===== src/hw/rtl/banked_expansion_memory_port_unit_assert.svh =====
// Assertion macros for the banked expansion memory port unit.
// Each check samples on the rising edge of clk.
// BEMP_ASSERT turns off while rst_n is low; BEMP_ASSERT_ALWAYS also holds in reset.
`ifndef BANKED_EXPANSION_MEMORY_PORT_UNIT_ASSERT_SVH
`define BANKED_EXPANSION_MEMORY_PORT_UNIT_ASSERT_SVH

`ifndef SYNTHESIS

`define BEMP_ASSERT(label, prop) \
    label: assert property (@(posedge clk) disable iff (!rst_n) prop) \
        else $error("bemp assertion failed");

`define BEMP_ASSERT_ALWAYS(label, prop) \
    label: assert property (@(posedge clk) prop) \
        else $error("bemp assertion failed");

`else

`define BEMP_ASSERT(label, prop)

`define BEMP_ASSERT_ALWAYS(label, prop)

`endif

`endif


===== src/hw/rtl/bemp_pkg.sv =====
package bemp_pkg;

    // Command codes carried in func
    localparam logic [2:0] FUNC_ADDR = 3'd0;
    localparam logic [2:0] FUNC_BANK = 3'd1;
    localparam logic [2:0] FUNC_BYTE = 3'd2;
    localparam logic [2:0] FUNC_NEXT = 3'd3;
    localparam logic [2:0] FUNC_WORD = 3'd4;

    // Remainder unit: 16-bit operand, reciprocal scaled by 2^32
    localparam int OPND_W    = 16;
    localparam int RCP_SHIFT = 32;
    localparam int RCP_W     = RCP_SHIFT + 1;
    localparam int PROD_W    = OPND_W + RCP_W;

    // Request from the sequencer to the remainder unit
    typedef struct packed {
        logic start;
        logic sel_bank;
    } bemp_rem_req_t;

endpackage


===== src/hw/rtl/bemp_rem_unit.sv =====
// Remainder by one of two constant divisors through a rounded-up reciprocal.
// One shared multiplier forms the quotient in the first pass and the product
// to subtract in the second. The reciprocal error times any 16-bit operand
// stays below 2^32, so the quotient is exact.
module bemp_rem_unit #(
    parameter int BANK_DIV = 16,
    parameter int ADDR_DIV = 65536
) (
    input  logic                  clk,
    input  logic                  rst_n,
    input  bemp_pkg::bemp_rem_req_t req,
    input  logic [15:0]           operand,
    output logic                  done,
    output logic [15:0]           result
);
    import bemp_pkg::*;

    localparam logic [63:0]      RCP_NUM    = 64'd1 << RCP_SHIFT;
    localparam logic [RCP_W-1:0] BANK_RCP   =
        RCP_W'((RCP_NUM + 64'(BANK_DIV) - 64'd1) / 64'(BANK_DIV));
    localparam logic [RCP_W-1:0] ADDR_RCP   =
        RCP_W'((RCP_NUM + 64'(ADDR_DIV) - 64'd1) / 64'(ADDR_DIV));
    localparam logic [RCP_W-1:0] BANK_DIV_W = RCP_W'(BANK_DIV);
    localparam logic [RCP_W-1:0] ADDR_DIV_W = RCP_W'(ADDR_DIV);

    logic [OPND_W-1:0] opnd_reg;
    logic [OPND_W-1:0] quot_reg;
    logic [OPND_W-1:0] rem_reg;
    logic              busy_reg;
    logic              phase_reg;
    logic              sel_bank_reg;
    logic              done_reg;

    logic [OPND_W-1:0] mul_a;
    logic [RCP_W-1:0]  mul_b;
    logic [PROD_W-1:0] product;

    // Feed the shared multiplier: operand by reciprocal, then quotient by divisor
    always_comb
    begin
        mul_a = phase_reg ? quot_reg : opnd_reg;
        if (phase_reg)
        begin
            mul_b = sel_bank_reg ? BANK_DIV_W : ADDR_DIV_W;
        end
        else
        begin
            mul_b = sel_bank_reg ? BANK_RCP : ADDR_RCP;
        end
        product = {{RCP_W{1'b0}}, mul_a} * {{OPND_W{1'b0}}, mul_b};
    end

    // Sequence the two passes
    always_ff @(posedge clk or negedge rst_n)
    begin
        if (!rst_n)
        begin
            opnd_reg     <= '0;
            quot_reg     <= '0;
            rem_reg      <= '0;
            busy_reg     <= 1'b0;
            phase_reg    <= 1'b0;
            sel_bank_reg <= 1'b0;
            done_reg     <= 1'b0;
        end
        else
        begin
            done_reg <= 1'b0;
            if (req.start)
            begin
                opnd_reg     <= operand;
                sel_bank_reg <= req.sel_bank;
                phase_reg    <= 1'b0;
                busy_reg     <= 1'b1;
            end
            else if (busy_reg)
            begin
                if (!phase_reg)
                begin
                    quot_reg  <= product[RCP_SHIFT +: OPND_W];
                    phase_reg <= 1'b1;
                end
                else
                begin
                    rem_reg   <= opnd_reg - product[OPND_W-1:0];
                    phase_reg <= 1'b0;
                    busy_reg  <= 1'b0;
                    done_reg  <= 1'b1;
                end
            end
        end
    end

    assign done   = done_reg;
    assign result = rem_reg;

endmodule


===== config.mk =====
export PLATFORM = sky130hd
export DESIGN_NAME = bemp_rem_unit
export DESIGN_NICKNAME = d
export VERILOG_FILES = /design/src/hw/rtl/banked_expansion_memory_port_unit_assert.svh /design/src/hw/rtl/bemp_pkg.sv /design/src/hw/rtl/bemp_rem_unit.sv
export SDC_FILE = /design/constraint.sdc
export NUM_CORES = 1
export LEC_CHECK = 0
export ABC_CLOCK_PERIOD_IN_PS = 6330
export BUFFER_PORTS_ARGS = -buffer_cell sky130_fd_sc_hd__buf_4
export CAP_MARGIN = 20
export CELL_PAD_IN_SITES_DETAIL_PLACEMENT = 1
export CELL_PAD_IN_SITES_GLOBAL_PLACEMENT = 2
export CORE_MARGIN = 10
export CORE_UTILIZATION = 40
export CTS_CLUSTER_SIZE = 24
export DETAILED_ROUTE_END_ITERATION = 6
export GPL_TIMING_DRIVEN = 0
export PLACE_DENSITY_LB_ADDON = 0.15
export SLEW_MARGIN = 10
export SYNTH_ARGS = -nofsm -noshare
export SYNTH_HDL_FRONTEND = slang
export SYNTH_SLANG_ARGS = --single-unit

===== constraint.sdc =====
create_clock -name clk -period 6.33 [get_ports clk]
set_input_delay 0.633 -clock clk [delete_from_list [all_inputs] [get_ports clk]]
set_output_delay 0.633 -clock clk [all_outputs]
set_load 0.01 [all_outputs]

==> key figures <==
Status
  • Status: completed

Drt
  • Drt via density: between 5 and 6
  • DR iter-0 viols: 119
  • Post-DRT Antenna Nets: 0
  • WL/cell: 17.5 um
  • First drt pass iteration count: 4
  • DRC: 0
  • Total number of vias: roughly 2500
  • WL final: 8240 um

Final layout
  • N_diodes: 0
  • Non-filler cells, final: 472
  • Share of cells above drive strength 1: 18.4%
  • Most frequent cells in the layout: 55 x nand2_1, 49 x dfrtp_1, 38 x ha_1
  • # nets final: roughly 430
  • Most common cell after layout, fill and taps aside: nand2_1
  • Final core occ: 47.7%
  • Fill cells: between 800 and 900
  • P&R area growth vs syn: 16.0%

Pwr
  • PD cells: 296 nW/um2
  • Power, Total: ~1.1 mW
  • Leakage: approximately 1.8 nW
  • Maximum VDD drop: roughly 0.11 mV

Clock network
  • Number of gates resized after CTS: 0
  • Clk_lat worst skew: 0.30 ns
  • Clk pin slew, worst setup/hold paths: 0.09 ns
  • CTS Hold Buffers Added: 0
  • Clock buffer depth: 2
  • TritonCTS clock tree: yes
  • # clock sinks: a little under 50
  • CTS Buf Count: 5
  • Setup bufs post-CTS: 0
  • # H-tree levels: 2
  • Root Driver: clkbuf_8

STA
  • Hold Vio Cnt, Final: 0
  • Fin crit share: 56.1%
  • Setup ws final: 2.78 ns
  • Worst Clk Skew: between 0.008 and 0.009 ns
  • RSZ-0062 raised after global routing: no
  • Final setup vio count: 0
  • Slew HR: 55.8%
  • Fin Setup TNS: 0 ns
  • Final Critical Period: 3.55 ns
  • Least-Margin Pin Slew: 0.663 ns
  • Achievable Freq: roughly 280 MHz
  • Final slew viol count: 0

Setup path
  • Worst flop-to-flop path startpoint: phase_reg
  • Crit path cell chain: buf_2, nor2b_1, clkbuf_1, and2_1, ha_1, ha_1, ha_1, ha_1, a311oi_1, o21bai_2, a41oi_1, o21ai_0
  • Worst Path Buf+Inv: 2
  • Crit path DAT: 3.72 ns
  • CP dominant cell by count: ha_1
  • Worst Setup End Kind: register
  • Critical path launch point type: register
  • Stages on worst setup path: 12
  • Worst setup endpoint: quot_reg[7]
  • Slowest cell on the critical path: a41oi_1
  • Max incr delay on CP: 0.40 ns
  • Reg-to-Reg End: quot_reg[7]
  • Setup CP Type: reg2reg
  • CP Max Fanout: 10
  • Critical Path Start: phase_reg
  • R2R cell count: 12
  • Worst EP required: around 6.5 ns
  • Reg-to-reg setup timing slack: 2.78 ns
  • CP top delay family: compound AO/OA/AOI/OAI gates

Logic synthesis
  • Yosys reg bits: 49
  • Post-synthesis sequential area ratio: 38.6%
  • Post-synthesis compound-gate area fraction: a little over an eighth
  • Top_reg_cell synth: dfrtp_1
  • Unique masters post-synth: 52
  • Async set-reset flop share out of synthesis: 100%
  • Mux cell area share after synthesis: 8.18%
  • EDFF count, synth: 0
  • Area share of xor/xnor cells in the synthesized design: 3.30%
  • Mean area per synthesized cell: 9.79 um2
  • Simple-gate share of the synthesized area: just under 20%
  • Post-Syn Area: between 3000 and 4000 um2
  • Mapped Cells: 325
  • Ys Warns: 0
  • Largest family of logic cells by synthesized area: simple AND/OR/NAND/NOR gates
  • Adder-cell share of the synthesized area: 14.9%

Floorplan
  • Die H: 109 um
  • Die area: 11900 um2
  • Die W: 109 um
  • CORE AREA: 7730 um2
  • Rows: 32
  • Starting Density: roughly two fifths
  • Io pins: 37

Placement
  • GPL Wtd Cong: 0.836
  • DPL Wire Length: approximately 6400 um
  • I/O Buffers: 36
  • Pre-CTS WS: 2.84 ns
  • Placed cells: 465

Global routing
  • Vias in the first global route: 2658
  • Total GRT Usage: 14.2%
  • Antenna violations before repair: 0
  • Total congestion overflow: 0
  • Largest net degree at the start of global routing: 50
  • First-pass GRT wire length: 13500 um

Hold path
  • Hold Crit Class: in2async

Flow run
  • Maxcap violations: 0
synth_stat cells, drive strengths merged, types with 2 or more instances:
| library cell | n | area share [%] |
|---|---|---|
| nand2 | 55 | 6.5 |
| dfrtp | 49 | 39 |
| ha | 38 | 15 |
| mux2 | 16 | 5.7 |
| and2 | 15 | 3.0 |
| nor2 | 14 | 1.7 |
| o21ai | 14 | 2.2 |
| nand3 | 10 | 1.6 |
| a21oi | 9 | 1.4 |
| clkbuf | 9 | 1.1 |
| mux2i | 8 | 2.5 |
| o31ai | 8 | 1.9 |
| nor3 | 7 | 1.1 |
| xor2 | 7 | 1.9 |
| inv | 5 | 0.59 |
| xnor2 | 5 | 1.4 |
| a21o | 4 | 0.94 |
| nand4 | 4 | 0.79 |
| a311oi | 3 | 0.83 |
| buf | 3 | 0.47 |
| nand4b | 3 | 1.3 |
| nor4 | 3 | 0.59 |
| o21a | 3 | 0.71 |
| a211oi | 2 | 0.47 |
| a31oi | 2 | 0.39 |
| a32oi | 2 | 0.55 |
| and3 | 2 | 0.43 |
| nor2b | 2 | 0.39 |
| o211ai | 2 | 0.63 |
| o31a | 2 | 0.55 |
| o41ai | 2 | 0.55 |
| or2 | 2 | 0.39 |
logic make-up after synthesis:
kind of cell | count (synthesis)
AO/OA/AOI/OAI | 60
AND/OR/NAND/NOR | 124
other | 1
buffers and inverters | 17
multiplexers | 24
adder cells (fa/ha/maj) | 38
flip-flops | 49
XOR/XNOR | 12
report_power, final:
group / switching, mW / internal (mW)
Sequential: 0.0715 / 0.399
Clock: 0.106 / 0.115
Combinational: 0.212 / 0.190
layer usage:
metal	GRT usage [%]	part of all wire (%)	vias up
met5	0	0	-
met4	2.88	0.44	0
met1	18.1	46	1255
li1	-	-	1254
met2	24.7	49	30
met3	2.65	4.3	2
worst reg2reg max path: stages, from the launching register on:
cell,delay (ns)
dfrtp_1,0.36
buf_2,0.17
nor2b_1,0.19
clkbuf_1,0.34
and2_1,0.19
ha_1,0.23
ha_1,0.21
ha_1,0.27
ha_1,0.34
a311oi_1,0.33
o21bai_2,0.23
a41oi_1,0.40
o21ai_0,0.17
how the worst min path moves through the flow:
stage	from	end	slack (ns)	cells past startpoint
6_report	rst_n	result[8]	0.35	1
5_1_grt	rst_n	result[8]	0.40	1
4_1_cts	rst_n	result[8]	0.37	1
3_5_place_dp	result[2]	result[2]	0.47	2
3_3_place_gp	result[1]	result[1]	0.46	2
2_1_floorplan	rst_n	busy_reg	0.34	0
stage by stage:
stage / hold WS (ns) / instance area [um2]
6_report: 0.353 / 3690
3_5_place_dp: 0.470 / 3590
3_3_place_gp: 0.459 / 3590
2_1_floorplan: 0.337 / 3190
4_1_cts: 0.367 / 3690
5_1_grt: 0.402 / 3690
final cells by class:
class                           instances  area (um2)  area share [%]
Multi-Input combinational cell        261        1890            51.3
Sequential cell                        49        1230            33.2
Timing Repair Buffer                   36         270            7.32
Tap cell                              102         128            3.46
Clock buffer                            5        68.8            1.87
Buffer                                 12        48.8            1.32
Clock inverter                          2        35.0           0.949
Inverter                                5        18.8           0.509
(Power assumes the default switching activity.)
